--- src/hw/rtl/pcms_pkg.sv ---
`default_nettype none
package pcms_pkg;

  localparam int MAX_COLUMNS_DEF = 16;
  localparam int MAX_LINES_DEF   = 256;

  localparam int SAMPLE_W     = 24;
  localparam int SUM_W        = 34;
  localparam int SQ_W         = 57;
  localparam int MAGSQ_W      = 48;
  localparam int N_W          = 10;
  localparam int COLS_CFG_W   = 5;
  localparam int LINES_CFG_W  = 9;
  localparam int CFG_DATA_W   = 10;
  localparam int CFG_IDX_W    = 2;
  localparam int WORD_W       = SUM_W + SQ_W;
  localparam int PROD_W       = 68;
  localparam int MPLIER_W     = 34;
  localparam int DVS_W        = 20;
  localparam int VAR_W        = 64;
  localparam int ROOT_W       = 32;
  localparam int RREM_W       = 34;
  localparam int CNT_W        = 7;

  localparam int MUL_N_STEPS  = 10;
  localparam int MUL_S_STEPS  = 34;
  localparam int DIV_STEPS    = 68;
  localparam int ROOT_STEPS   = 32;

  localparam logic [CFG_IDX_W-1:0] CFG_SAMPLE_COUNT = 2'd0;
  localparam logic [CFG_IDX_W-1:0] CFG_COLUMN_COUNT = 2'd1;
  localparam logic [CFG_IDX_W-1:0] CFG_LINE_COUNT   = 2'd2;

  localparam logic [N_W-1:0]         SAMPLE_COUNT_RST = 10'd2;
  localparam logic [COLS_CFG_W-1:0]  COLUMN_COUNT_RST = 5'd1;
  localparam logic [LINES_CFG_W-1:0] LINE_COUNT_RST   = 9'd1;

  typedef enum logic [4:0] {
    ST_CLEAR,
    ST_IDLE,
    ST_ACC,
    ST_LOAD,
    ST_MUL_SQ,
    ST_SETUP_SS,
    ST_MUL_SS,
    ST_SETUP_DEN,
    ST_MUL_DEN,
    ST_SETUP_VAR,
    ST_DIV_VAR,
    ST_SETUP_MEAN,
    ST_DIV_MEAN,
    ST_SETUP_COL,
    ST_DIV_COL,
    ST_SETUP_ROOT,
    ST_ROOT,
    ST_FINISH
  } state_t;

  typedef enum logic [3:0] {
    OP_NONE,
    OP_CLEAR,
    OP_ACCEPT,
    OP_ACC_WRITE,
    OP_LOAD,
    OP_MUL_STEP,
    OP_SETUP_SS,
    OP_SETUP_DEN,
    OP_SETUP_VAR,
    OP_DIV_STEP,
    OP_SETUP_MEAN,
    OP_SETUP_COL,
    OP_SETUP_ROOT,
    OP_ROOT_STEP,
    OP_FINISH
  } dp_op_t;

  typedef struct packed {
    dp_op_t op;
    logic   read_cell;
  } dp_cmd_t;

  typedef struct packed {
    logic clr_last;
    logic out_busy;
  } dp_status_t;

endpackage
`default_nettype wire

--- src/hw/rtl/pcms_ctrl.sv ---
`default_nettype none
module pcms_ctrl (
  input  wire logic                  clk,
  input  wire logic                  rst_n,
  input  wire logic                  in_valid,
  input  wire logic                  in_cmd,
  output logic                       in_ready,
  input  wire pcms_pkg::dp_status_t  status,
  output pcms_pkg::dp_cmd_t          cmd
);
  pcms_pkg::state_t                 state_r, state_nxt;
  logic [pcms_pkg::CNT_W-1:0]       cnt_r, cnt_nxt;

  always_ff @(posedge clk) begin
    if (!rst_n) begin
      state_r <= pcms_pkg::ST_CLEAR;
      cnt_r   <= '0;
    end else begin
      state_r <= state_nxt;
      cnt_r   <= cnt_nxt;
    end
  end

  always_comb begin
    state_nxt     = state_r;
    cnt_nxt       = cnt_r;
    in_ready      = 1'b0;
    cmd.op        = pcms_pkg::OP_NONE;
    cmd.read_cell = 1'b0;
    unique case (state_r)
      pcms_pkg::ST_CLEAR: begin
        cmd.op = pcms_pkg::OP_CLEAR;
        if (status.clr_last) state_nxt = pcms_pkg::ST_IDLE;
      end
      pcms_pkg::ST_IDLE: begin
        in_ready = 1'b1;
        if (in_valid) begin
          cmd.op        = pcms_pkg::OP_ACCEPT;
          cmd.read_cell = in_cmd;
          state_nxt     = in_cmd ? pcms_pkg::ST_LOAD : pcms_pkg::ST_ACC;
        end
      end
      pcms_pkg::ST_ACC: begin
        cmd.op    = pcms_pkg::OP_ACC_WRITE;
        state_nxt = pcms_pkg::ST_IDLE;
      end
      pcms_pkg::ST_LOAD: begin
        cmd.op    = pcms_pkg::OP_LOAD;
        cnt_nxt   = pcms_pkg::CNT_W'(pcms_pkg::MUL_N_STEPS - 1);
        state_nxt = pcms_pkg::ST_MUL_SQ;
      end
      pcms_pkg::ST_MUL_SQ: begin
        cmd.op = pcms_pkg::OP_MUL_STEP;
        if (cnt_r == '0) state_nxt = pcms_pkg::ST_SETUP_SS;
        else cnt_nxt = cnt_r - 1'b1;
      end
      pcms_pkg::ST_SETUP_SS: begin
        cmd.op    = pcms_pkg::OP_SETUP_SS;
        cnt_nxt   = pcms_pkg::CNT_W'(pcms_pkg::MUL_S_STEPS - 1);
        state_nxt = pcms_pkg::ST_MUL_SS;
      end
      pcms_pkg::ST_MUL_SS: begin
        cmd.op = pcms_pkg::OP_MUL_STEP;
        if (cnt_r == '0) state_nxt = pcms_pkg::ST_SETUP_DEN;
        else cnt_nxt = cnt_r - 1'b1;
      end
      pcms_pkg::ST_SETUP_DEN: begin
        cmd.op    = pcms_pkg::OP_SETUP_DEN;
        cnt_nxt   = pcms_pkg::CNT_W'(pcms_pkg::MUL_N_STEPS - 1);
        state_nxt = pcms_pkg::ST_MUL_DEN;
      end
      pcms_pkg::ST_MUL_DEN: begin
        cmd.op = pcms_pkg::OP_MUL_STEP;
        if (cnt_r == '0) state_nxt = pcms_pkg::ST_SETUP_VAR;
        else cnt_nxt = cnt_r - 1'b1;
      end
      pcms_pkg::ST_SETUP_VAR: begin
        cmd.op    = pcms_pkg::OP_SETUP_VAR;
        cnt_nxt   = pcms_pkg::CNT_W'(pcms_pkg::DIV_STEPS - 1);
        state_nxt = pcms_pkg::ST_DIV_VAR;
      end
      pcms_pkg::ST_DIV_VAR: begin
        cmd.op = pcms_pkg::OP_DIV_STEP;
        if (cnt_r == '0) state_nxt = pcms_pkg::ST_SETUP_MEAN;
        else cnt_nxt = cnt_r - 1'b1;
      end
      pcms_pkg::ST_SETUP_MEAN: begin
        cmd.op    = pcms_pkg::OP_SETUP_MEAN;
        cnt_nxt   = pcms_pkg::CNT_W'(pcms_pkg::DIV_STEPS - 1);
        state_nxt = pcms_pkg::ST_DIV_MEAN;
      end
      pcms_pkg::ST_DIV_MEAN: begin
        cmd.op = pcms_pkg::OP_DIV_STEP;
        if (cnt_r == '0) state_nxt = pcms_pkg::ST_SETUP_COL;
        else cnt_nxt = cnt_r - 1'b1;
      end
      pcms_pkg::ST_SETUP_COL: begin
        cmd.op    = pcms_pkg::OP_SETUP_COL;
        cnt_nxt   = pcms_pkg::CNT_W'(pcms_pkg::DIV_STEPS - 1);
        state_nxt = pcms_pkg::ST_DIV_COL;
      end
      pcms_pkg::ST_DIV_COL: begin
        cmd.op = pcms_pkg::OP_DIV_STEP;
        if (cnt_r == '0) state_nxt = pcms_pkg::ST_SETUP_ROOT;
        else cnt_nxt = cnt_r - 1'b1;
      end
      pcms_pkg::ST_SETUP_ROOT: begin
        cmd.op    = pcms_pkg::OP_SETUP_ROOT;
        cnt_nxt   = pcms_pkg::CNT_W'(pcms_pkg::ROOT_STEPS - 1);
        state_nxt = pcms_pkg::ST_ROOT;
      end
      pcms_pkg::ST_ROOT: begin
        cmd.op = pcms_pkg::OP_ROOT_STEP;
        if (cnt_r == '0) state_nxt = pcms_pkg::ST_FINISH;
        else cnt_nxt = cnt_r - 1'b1;
      end
      pcms_pkg::ST_FINISH: begin
        if (!status.out_busy) begin
          cmd.op    = pcms_pkg::OP_FINISH;
          state_nxt = pcms_pkg::ST_IDLE;
        end
      end
      default: state_nxt = pcms_pkg::ST_CLEAR;
    endcase
  end
endmodule
`default_nettype wire

--- config.mk ---
export PLATFORM = sky130hd
export DESIGN_NAME = pcms_ctrl
export DESIGN_NICKNAME = d
export VERILOG_FILES = /design/src/hw/rtl/pcms_pkg.sv /design/src/hw/rtl/pcms_ctrl.sv
export SDC_FILE = /design/constraint.sdc
export NUM_CORES = 1
export LEC_CHECK = 0
export BUFFER_PORTS_ARGS = -buffer_cell sky130_fd_sc_hd__buf_4
export CAP_MARGIN = 20
export CORE_MARGIN = 2
export CORE_UTILIZATION = 45
export DETAILED_ROUTE_END_ITERATION = 6
export PLACE_DENSITY = 0.63
export SYNTH_ARGS = -nofsm -noshare
export SYNTH_HDL_FRONTEND = slang
export SYNTH_SLANG_ARGS = --single-unit
--- constraint.sdc ---
create_clock -name clk -period 4.4 [get_ports clk]
set_input_delay 0.22 -clock clk [delete_from_list [all_inputs] [get_ports clk]]
set_output_delay 0.22 -clock clk [all_outputs]
set_load 0.01 [all_outputs]
Word level (Yosys, flattened, before mapping)

Index checks and enable logic that the tools add are counted.
Widths: inputs -> output; s select.

Register bits after elaboration: 12
Bits of input ports: 6
Output and inout bits: 6
Logic and storage cells: 60

$add $sub $neg: 1
Equality and inequality tests: 28
Mux-type cells: 19
Reductions and logical operators: 10

Operator list:

| cell                | count |
|---|---|
| $pmux 5 s18         | 1 |
| $pmux 4 s14         | 1 |
| $mux 5              | 10 |
| $eq 5x4->1 const B  | 8 |
| $pmux 7 s5          | 1 |
| $ne 2x2->1 const B  | 11 |
| $eq 5x3->1 const B  | 4 |
| $eq 5x2->1 const B  | 2 |
| $eq 5x5->1 const B  | 2 |
| $reduce_and 10->1   | 1 |
| $reduce_or 3->1     | 3 |
| $logic_not 7->1     | 1 |
| $mux 7              | 1 |
| $reduce_or 7->1     | 1 |
| $sub 7x1->7 const B | 1 |
| $eq 5x1->1 const B  | 1 |
| $logic_not 5->1     | 1 |
| $reduce_bool 5->1   | 1 |
| $mux 4              | 1 |
| $mux 1              | 3 |
| $mux 3              | 1 |
| $reduce_and 2->1    | 1 |
| $reduce_or 2->1     | 1 |

Longest topological paths before layout

Depth after elaboration: 4
Gate-level depth with buffers: 7
Mapped depth without buffers: 7

Least setup slack after synthesis

OpenSTA, ideal clock, no wires.

Kind: register to register
From: register cnt_r[2] (netlist name)
To: register cnt_r[3] (netlist name)
Library setup time: 0.117 ns
Data arrival time: 1.551 ns
Required time: 4.283 ns
Setup slack: 2.732 ns
Cell stages (with the launch flop): 5
Buffers on the path: 0
Clock period less this slack: 1.668 ns
Cell sequence: dfxtp_1 > or4_4 > nor3b_4 > o22ai_2 > a32o_1

Cells in the longest elaborated chain, start to end: 3
Elaborated cells on any way between the ends: 6
Those cells by class: add/sub: 1; eq/ne: 1; mux: 2; reduce/logical: 2

Ends and longest elaborated chain:

| what                                           | line            | text |
|---|---|---|
| start: declaration                             | pcms_ctrl.sv:12 | `logic [pcms_pkg::CNT_W-1:0] cnt_r, cnt_nxt;` |
| start signal: assignment                       | pcms_ctrl.sv:20 | `cnt_r <= cnt_nxt;` |
| $sub 7x1->7 or $logic_not 7->1 (tied branches) | n/a             |  |
| $mux 7 or $ne 2x2->1 (tied branches)           | n/a             |  |
| $pmux 7 s5 or $reduce_and 2->1 (tied branches) | n/a             |  |

Parallel ways exist; a longest one is shown, timed or not. The select of a mux whose other input is x is not followed.
A chain may end at the register's enable or synchronous reset.

==> summary.md <==
| Metric | Value |
|---|---|
| Status | finished, final reports clean |
| Routed WL | 2268 um |
| First-pass GRT wire length | 3705 um |
| Mapped Nets | approximately 140 |
| Kind of end point of the critical path | output port |
| Layout area overhead | 12.22% |
| Setup slack at placement | around 2.5 ns |
| Grt total ovfl | 0 |
| Hold Fails Final Rpt | 0 |
| I/O pin count | 12 |
| RR Startpoint | state_r[4] |
| Cell count after synthesis | 128 |
| Num rows | 16 |
| Mean post-synth cell area | 7.361 um^2 |
| Synth top area share | 25.50% |
| Worst-margin pin slew | 0.6385 ns |
| Max FO, Critical Path | 16 |
| Hold Path Depth | 2 |
| Final setup viols | 0 |
| WP data arrival | 1.81 ns |
| DP Area | 1021 um^2 |
| Clock sink count | 12 |
| WP data required | 4.18 ns |
| DR pass1 iterations | 4 |
| Minimum clock period | around 2 ns |
| RSZ-0062 raised after global routing | false |
| Fin worst setup slack | about 2.4 ns |
| Min-delay worst type | input pin to flop |
| Share of cells above drive strength 1 | roughly 17% |
| Die height | 49.76 um |
| IO buf count | 11 |
| Root buffer cell | clkbuf_4 |
| Largest net degree at the start of global routing | 20 |
| Fill count | slightly above 200 |
| Core box area | 1962 um^2 |
| Max-cap violations | 0 |
| Synth area leader | dfxtp_1 |
| Register bit total from synthesis | 12 |
| Pleak | 0.0004330 uW |
| Synth cell types | 42 |
| RR Endpoint | cnt_r[2] |
| Via count | 977 |
| Number of synthesized flops with an enable pin | 0 |
| Max-slew violation count | 0 |
| H-tree levels | 1 |
| Initial Utilization | 48.02% |
| Crit Path Category | flop to output port |
| CP startpoint kind | flop |
| Sequential cell area fraction in the yosys report | 25.50% |
| Gpl congestion | just over 0.8 |
| Antenna cells | 0 |
| Fin crit share | 46.23% |
| Setup skew after layout | 0.01002 ns |
| Total setup buffers inserted after CTS | 0 |
| Slowest-stage cell, CP | dfxtp_1 |
| Pwr/cell area | 322.2 nW/um^2 |
| CTS max path bufs | 2 |
| DIE AREA | 2476 um^2 |
| Slowest stage delay, CP | ~0.63 ns |
| Area contributors post-synth | dfxtp_1 (25%), nor2_1 (6.4%), nand2_1 (4.4%) |
| Synthesis Warnings | 0 |
| CTS tree | built |
| Initial drt markers | 33 |
| Clk slew on worst S/H paths | roughly 0.080 ns |
| Asr flop ratio synth | 0% |
| Relative slew slack | a little under three fifths |
| Flop2flop setup slack | 2.42 ns |
| Post-Syn Area | 942.2 um^2 |
| Top_reg_cell synth | dfxtp_1 |
| Setup TNS | 0 ns |
| F_max | 0.4916 GHz |
| Post-CTS sizing | 0 |
| VDD IR max | approximately 0.00015 V |
| GR Util All Layers | 19.11% |
| R2R depth | 5 |
| Post-route ant nets | 0 |
| Post-DP HPWL | about 1600 um |
| Crit-path cells | or4b_1 -> a21o_1 -> o21ai_0 -> buf_4 |
| CTS buffer count | 3 |
| Cts-stage hold buffer count | 0 |
| Remaining DRCs | 0 |
| Worst skew pair latency | between 0.2 and 0.3 ns |
| Initial antenna violation count | 0 |
| Final non-filler cell area | 1057 um^2 |
| Vias/cell | 6.031 |
| DR WL/cell | 14.00 um |
| # nets final | approximately 140 |
| Vias in the first global route | 863 |
| Die Width | ~50 um |
| Worst hold endpoint | cnt_r[0] |
| Min-delay src | rst_n |
[synthesized netlist by cell type, types with 2 or more instances]
library cell  instances
a211oi_1              2
a21boi_1              3
a21o_1                2
a21oi_1               5
clkbuf_1              6
dfxtp_1              12
ha_1                  2
inv_1                 3
inv_2                 3
nand2_1              11
nand2b_1              3
nand3_1               4
nor2_1               16
nor3_1                5
nor4_1                4
o211a_1               3
o211ai_1              3
o21ai_0               7
o21ai_1               5
o22ai_1               2
o32ai_1               2
or3_1                 3
xnor2_1               3
[cell type report]
type / instances / area, um^2 / area share, %
inverters: 6 / 22.52 / 2.130
well taps: 27 / 33.78 / 3.195
repair buffers: 11 / 82.58 / 7.811
clock buffers: 4 / 36.28 / 3.432
flip-flops and latches: 12 / 240.2 / 22.72
multi-input cells: 102 / 641.9 / 60.71
[cell usage in the layout, fill, tap and decap left out, drive strengths merged, types with 5 or more instances in the layout]
cell type / netlist / routed
nor4: 5 / 5
inv: 6 / 6
nor3: 5 / 5
o21ai: 12 / 12
a21oi: 5 / 5
dfxtp: 12 / 12
nor2: 16 / 16
buf: 2 / 11
nand2: 11 / 11
[through the flow]
step	power (uW)	cells	hold slack [ns]	utilization (%)
4_1_cts	342.6	162	0.2564	53.89
6_report	340.7	162	0.2619	53.89
2_1_floorplan	221.7	128	0.3609	-
3_5_place_dp	253.3	158	0.4768	52.04
5_1_grt	362.5	162	0.2642	53.89
3_3_place_gp	250.6	158	0.4706	52.04
[critical path: cells and delay by family, from the launching register on]
family	cells	cell delay [ns]
buffers and inverters	1	0.15
AND/OR/NAND/NOR	1	0.51
flip-flops	1	0.63
AO/OA/AOI/OAI	2	0.24
[per-layer routing]
layer	GRT usage, %	part of all wire (%)	wire, um	vias to the layer above
li1	-	-	-	491
met1	25.75	48	1093	452
met2	30.44	46	1037	34
met3	5.455	6.0	137	0
met4	3.704	0	0	0
met5	0	0	0	-
[worst max path at each step]
| stage | startpoint | endpoint |
|---|---|---|
| detailed placement | state_r[4] | cnt_r[4] |
| floorplan | cnt_r[2] | cnt_r[3] |
| global placement | state_r[4] | cnt_r[4] |
| CTS | state_r[4] | cmd[4] |
| global route | state_r[0] | cmd[3] |
| finish | state_r[4] | cmd[4] |
[report_power, final]
| group | leakage [uW] | switching, uW | internal (uW) |
|---|---|---|---|
| clock network | 0.0000210 | 38.3 | 50.3 |
| registers | 0.0000974 | 20.6 | 116 |
| logic | 0.000315 | 59.5 | 56.0 |
[cells by family (layout without fill, tap and decap cells)]
| logic type | after synthesis | count (layout) | synth area share [%] |
|---|---|---|---|
| AND/OR/NAND/NOR | 54 | 54 | 30.68 |
| adder cells (fa/ha/maj) | 2 | 2 | 2.656 |
| AO/OA/AOI/OAI | 42 | 42 | 31.07 |
| buffers and inverters | 14 | 21 | 6.374 |
| XOR/XNOR | 4 | 4 | 3.719 |
| flip-flops | 12 | 12 | 25.50 |
[sequential cells by signal (all words and copies together), names as in the netlist]
signal and flops:
state_r 5, cnt_r 7
Power figures use the tool's default switching activity.
